File: config.mk
export PLATFORM = sky130hd
export DESIGN_NAME = bfiq_ctrl
export DESIGN_NICKNAME = d
export VERILOG_FILES = /design/src/design/bfiq_pkg.sv /design/src/design/bfiq_ctrl.sv
export SDC_FILE = /design/constraint.sdc
export NUM_CORES = 1
export LEC_CHECK = 0
export BUFFER_PORTS_ARGS = -buffer_cell sky130_fd_sc_hd__buf_2
export CORE_AREA = 2 2 39 41
export CTS_CLUSTER_DIAMETER = 80
export DETAILED_ROUTE_END_ITERATION = 7
export DIE_AREA = 0 0 41 43
export PLACE_DENSITY = 0.44
export SKIP_LAST_GASP = 1
export SLEW_MARGIN = 10
export SYNTH_ARGS = -nofsm -noshare
export SYNTH_HDL_FRONTEND = slang
export SYNTH_SLANG_ARGS = --single-unit
File: constraint.sdc
create_clock -name clk_i -period 2.9 [get_ports clk_i]
set_input_delay 0.58 -clock clk_i [delete_from_list [all_inputs] [get_ports clk_i]]
set_output_delay 0.58 -clock clk_i [all_outputs]
set_load 0.1 [all_outputs]
File: src/design/bfiq_pkg.sv
// ----------------------------------------------------------------------------
// Bloom filter package
// Shared types, codes and helpers for the Bloom filter insert/query block.
// ----------------------------------------------------------------------------
package bfiq_pkg;

  // Default sizes, handed to the top-level parameters.
  localparam int unsigned FILTER_SIZE_DEF = 65536;
  localparam int unsigned MAX_HASHES_DEF  = 8;

  // Fixed field widths.
  localparam int unsigned HASH_W   = 64;
  localparam int unsigned NUM_HASH = 8;
  localparam int unsigned HIDX_W   = 3;
  localparam int unsigned NH_W     = 4;
  localparam int unsigned FB_W     = 17;
  localparam int unsigned CNT_W    = 17;
  localparam int unsigned BCNT_W   = 6;
  localparam int unsigned CFG_IDX_W  = 2;
  localparam int unsigned CFG_DATA_W = 17;

  // Register reset values.
  localparam logic [NH_W-1:0] NUM_HASHES_RST  = 4'd4;
  localparam logic [FB_W-1:0] FILTER_BITS_RST = 17'h10000;

  // Saturation limit of the set-bit counter.
  localparam logic [CNT_W-1:0] CNT_MAX = 17'h1FFFF;

  // Configuration register indexes.
  localparam logic [CFG_IDX_W-1:0] CFG_NUM_HASHES  = 2'd0;
  localparam logic [CFG_IDX_W-1:0] CFG_FILTER_BITS = 2'd1;

  // Operation codes.
  localparam logic FUNC_ADD   = 1'b0;
  localparam logic FUNC_QUERY = 1'b1;

  typedef struct packed {
    logic              func;
    logic [HASH_W-1:0] hash_0;
    logic [HASH_W-1:0] hash_1;
    logic [HASH_W-1:0] hash_2;
    logic [HASH_W-1:0] hash_3;
    logic [HASH_W-1:0] hash_4;
    logic [HASH_W-1:0] hash_5;
    logic [HASH_W-1:0] hash_6;
    logic [HASH_W-1:0] hash_7;
  } req_t;

  typedef struct packed {
    logic             is_member;
    logic [CNT_W-1:0] bits_set;
  } rsp_t;

  typedef enum logic [2:0] {
    ST_CLEAR,
    ST_IDLE,
    ST_LOAD,
    ST_DIV,
    ST_READ,
    ST_CHECK,
    ST_DONE
  } state_e;

  // Commands from the controller to the datapath.
  typedef struct packed {
    logic clr_en;
    logic capture;
    logic load_div;
    logic div_step;
    logic mem_rd;
    logic check;
    logic out_load;
  } cmd_t;

  // Status from the datapath to the controller.
  typedef struct packed {
    logic clr_last;
    logic div_last;
    logic hash_last;
    logic out_free;
  } sts_t;

  function automatic logic [HASH_W-1:0] pick_hash(req_t r, logic [HIDX_W-1:0] i);
    logic [HASH_W-1:0] h;
    case (i)
      3'd0:    h = r.hash_0;
      3'd1:    h = r.hash_1;
      3'd2:    h = r.hash_2;
      3'd3:    h = r.hash_3;
      3'd4:    h = r.hash_4;
      3'd5:    h = r.hash_5;
      3'd6:    h = r.hash_6;
      default: h = r.hash_7;
    endcase
    return h;
  endfunction

endpackage

File: src/design/bfiq_ctrl.sv
// ----------------------------------------------------------------------------
// Bloom filter controller
// State machine that sequences the clearing pass and the per-hash work.
// ----------------------------------------------------------------------------
module bfiq_ctrl (
  input  logic            clk_i,
  input  logic            rst_ni,
  input  logic            req_valid_i,
  output logic            req_ready_o,
  input  bfiq_pkg::sts_t  sts_i,
  output bfiq_pkg::cmd_t  cmd_o
);

  bfiq_pkg::state_e state_q, state_d;

  always_ff @(posedge clk_i or negedge rst_ni) begin
    if (!rst_ni) begin
      state_q <= bfiq_pkg::ST_CLEAR;
    end else begin
      state_q <= state_d;
    end
  end

  // Next state.
  always_comb begin
    state_d = state_q;
    case (state_q)
      bfiq_pkg::ST_CLEAR: begin
        if (sts_i.clr_last) state_d = bfiq_pkg::ST_IDLE;
      end
      bfiq_pkg::ST_IDLE: begin
        if (req_valid_i) state_d = bfiq_pkg::ST_LOAD;
      end
      bfiq_pkg::ST_LOAD: begin
        state_d = bfiq_pkg::ST_DIV;
      end
      bfiq_pkg::ST_DIV: begin
        if (sts_i.div_last) state_d = bfiq_pkg::ST_READ;
      end
      bfiq_pkg::ST_READ: begin
        state_d = bfiq_pkg::ST_CHECK;
      end
      bfiq_pkg::ST_CHECK: begin
        state_d = sts_i.hash_last ? bfiq_pkg::ST_DONE : bfiq_pkg::ST_LOAD;
      end
      bfiq_pkg::ST_DONE: begin
        if (sts_i.out_free) state_d = bfiq_pkg::ST_IDLE;
      end
      default: begin
        state_d = bfiq_pkg::ST_IDLE;
      end
    endcase
  end

  // Outputs.
  always_comb begin
    cmd_o       = '0;
    req_ready_o = 1'b0;
    case (state_q)
      bfiq_pkg::ST_CLEAR: cmd_o.clr_en = 1'b1;
      bfiq_pkg::ST_IDLE: begin
        req_ready_o   = 1'b1;
        cmd_o.capture = req_valid_i;
      end
      bfiq_pkg::ST_LOAD:  cmd_o.load_div = 1'b1;
      bfiq_pkg::ST_DIV:   cmd_o.div_step = 1'b1;
      bfiq_pkg::ST_READ:  cmd_o.mem_rd   = 1'b1;
      bfiq_pkg::ST_CHECK: cmd_o.check    = 1'b1;
      bfiq_pkg::ST_DONE:  cmd_o.out_load = sts_i.out_free;
      default: begin
        cmd_o       = '0;
        req_ready_o = 1'b0;
      end
    endcase
  end

endmodule

Word level (Yosys, flattened, before mapping)
Cells that the tools add are included.
{ "totals": {"ff_bits": 3, "in_bits": 7, "out_inout_bits": 8, "elab_cells": 27} }
{ "op_classes": {"n_eq_ne": 10, "mux": 14, "n_reduce_logical": 2} }
{ "op_table": {"columns": ["op", "n"], "rows": [
  ["one-hot mux 3 bit (7 select lines)", 1],
  ["two-way mux 3 bit", 5],
  ["== test 3 bit, second input constant", 3],
  ["two-way mux 1 bit", 8],
  ["!= test 2 bit, second input constant", 4],
  ["== test 3 x 2 -> 1 bit, second input constant", 2],
  ["AND reduction 4 bit", 1],
  ["== test 3 x 1 -> 1 bit, second input constant", 1],
  ["logical NOT 3 bit", 1]
]} }

Longest topological paths before layout
{ "depth": {"depth_word": 3, "depth_mapped": 4, "depth_no_buf": 3} }

Worst setup path before layout
OpenSTA, ideal clock, no wires.
{ "synth_path": {"path_type": "reg-to-output", "start": "register state_q[2]", "end": "output port cmd_o[5] in the netlist's numbering", "t_arrival_ps": 3732, "required_time_ps": 2320, "setup_slack_ps": -1412, "path_stages_with_launch": 4, "n_path_buf": 1, "path_cell_list": "dfrtp_1 buf_2 nor3b_1 and2_1"} }
{ "synth_lines": {"columns": ["element", "line_no", "rtl"], "rows": [
  ["start, declared", "bfiq_ctrl.sv:14", "bfiq_pkg::state_e state_q, state_d;"],
  ["start signal, assigned", "bfiq_ctrl.sv:18", "state_q <= bfiq_pkg::ST_CLEAR;"],
  ["start signal, assigned", "bfiq_ctrl.sv:20", "state_q <= state_d;"],
  ["end, declared", "bfiq_ctrl.sv:11", "output bfiq_pkg::cmd_t cmd_o"]
]} }

==> results.json <==
{
  "synth_cells": 30,
  "synth-seq-area-share": 0.300,
  "finClkSkew_ps": 1.51,
  "ant_nets": 0,
  "initial_core_util": 0.181,
  "hold_viol_final": 0,
  "layout-drive-gt1-share": 0.533,
  "cts_max_path_buffers": 2,
  "pin_count": 15,
  "finalCritPeriodShare": 0.741,
  "fp.dieArea_sq_mm": 0.00176,
  "maxSlewViolCount": 0,
  "startpoint_type": "flip-flop",
  "crit_type": "flip-flop to primary output",
  "drtIter0Drc": 2,
  "antenna_found_initial": 0,
  "critPathMaxStageDelay_ps": 520,
  "core_region_area_sq_mm": 0.00138,
  "ys_ff_latch": 3,
  "ctsResizeCount": 0,
  "via_per_inst": 4.21,
  "io_buffers": 14,
  "postCtsHoldBufs": 0,
  "dr.pass1.iters": 2,
  "cts_tree": "done",
  "dr.max_layer_used": "met3",
  "cts_setup_buffers": 0,
  "grt_pass1_vias": 195,
  "largest_register": "state_q",
  "num_vias": 257,
  "cp_max_fo": 10,
  "finalSetupViolCount": 0,
  "gr-total-overflow": 0,
  "synth_cell_types": 20,
  "drt-met1-wl_um": 290,
  "crit_slowest_cell": "dfrtp_1",
  "min-delay-path-class": "input port to async pin",
  "clk_pin_slew_ps": 30,
  "fin_nets": 53,
  "relSlewSlack": 0.678,
  "largest_reg_flops": 3,
  "drc": 0,
  "top_regs": "state_q (3)",
  "cts_buffers": 3,
  "rows": 14,
  "syn_to_final_growth_pct": 42.0,
  "min_period_ps": 2150,
  "arrival_ps": 1570,
  "wl_met2_um": 239,
  "rsz0062_at_grt": "false",
  "grt_start_max_net_pins": 13,
  "setup.worst_path.end_class": "primary output",
  "grt_pass1_wl_um": 807,
  "tightest_slew_ps": 487,
  "place_congestion": 0.743,
  "ys_warn_count": 0,
  "worst_ep_required_time_ps": 2320,
  "crit_path_cell_trace": "or2b_1 -> nor2_1 -> buf_2",
  "die_w_um": 41,
  "finalSetupTns_ps": 0,
  "wl_um": 574,
  "status": "finished clean",
  "fmax_mhz": 465,
  "clkLatencyLatePin_ps": 230,
  "wl_met3_um": 44,
  "wl_per_cell_um": 9.41,
  "grtUsageTotal": 0.0693,
  "syn_avg_cell_area_sq_um": 8.34,
  "clock-sinks": 3,
  "htreeDepth": 1,
  "die_h_um": 43,
  "synth_nets": 37,
  "netlist_area_sq_um": 250,
  "cts_root_buf": "clkbuf_4",
  "diodes": 0,
  "max_cap_viol_count": 0
}
Yosys cell counts:
library cell,number,area share
a21o_2,1,0.035
a21oi_1,1,0.020
a31o_2,1,0.035
and2_1,1,0.025
and2_4,1,0.035
and3b_4,1,0.050
buf_2,2,0.040
buf_6,1,0.045
dfrtp_1,3,0.30
nand2_1,2,0.030
nand3_1,1,0.020
nor2_1,4,0.060
nor2b_1,1,0.025
nor3_1,1,0.020
nor3b_1,3,0.090
nor4_2,1,0.050
o21ai_0,2,0.040
o22ai_1,1,0.025
or2b_1,1,0.030
or3_1,1,0.025
final cells by class:
class                           instances  area, sq um
Fill cell                             154         1030
Multi-Input combinational cell         24          164
Sequential cell                         3         75.1
Timing Repair Buffer                   14         70.1
Clock buffer                            4         26.3
Tap cell                               16         20.0
layout by cell type (no fill, tap or decap), drive strengths merged, types with 2 or more instances in the layout:
master / netlist / layout
nand2: 2 / 2
nor3b: 3 / 3
clkbuf: 0 / 4
nor2: 4 / 4
and2: 2 / 2
buf: 3 / 14
o21ai: 2 / 2
dfrtp: 3 / 3
routing by layer:
layer / global-route usage / vias to the layer above
li1: - / 139
met1: 0.103 / 109
met2: 0.0781 / 9
met3: 0.0471 / 0
met4: 0.0200 / 0
met5: 0 / -
worst paths after layout:
kind                                 start    endpoint  slack, ps  depth (start not counted)
worst max-delay path            state_q[1]    cmd_o[0]        750                          3
worst min-delay path                rst_ni  state_q[0]        140                          1
worst max register to register  state_q[1]  state_q[0]       1620                          3
worst min register to register  state_q[2]  state_q[2]        730                          1
max in group asynchronous           rst_ni  state_q[1]       2650                          1
min in group clk_i                sts_i[2]  state_q[0]        670                          3
worst max-delay path: cells and delay by family (launching register included):
| kind | cells | cell delay, ps |
|---|---|---|
| buffers and inverters | 1 | 420 |
| and+or+nand+nor | 2 | 400 |
| DFF | 1 | 520 |
per-stage QoR:
| stage | instance area, sq um | utilization | setup WS, ps | hold slack [ps] | cells |
|---|---|---|---|---|---|
| 2_1_floorplan | 260 | - | -336 | 284 | 30 |
| 3_3_place_gp | 329 | 0.238 | 1020 | 381 | 57 |
| 3_5_place_dp | 329 | 0.238 | 999 | 381 | 57 |
| 4_1_cts | 355 | 0.257 | 745 | 135 | 61 |
| 5_1_grt | 355 | 0.257 | 655 | 133 | 61 |
| 6_report | 355 | 0.257 | 751 | 141 | 61 |
cells by family (layout without fill, tap and decap cells):
| family | count (synthesis) | count (layout) | synth area share |
|---|---|---|---|
| and+or+nand+nor | 18 | 18 | 0.460 |
| AOI/OAI and AO/OA | 6 | 6 | 0.155 |
| DFF | 3 | 3 | 0.300 |
| buffers and inverters | 3 | 18 | 0.0850 |
Power is left out: the tool's default activity adds up to more than one toggle a clock period on the data nets, which glitch-free logic cannot reach.
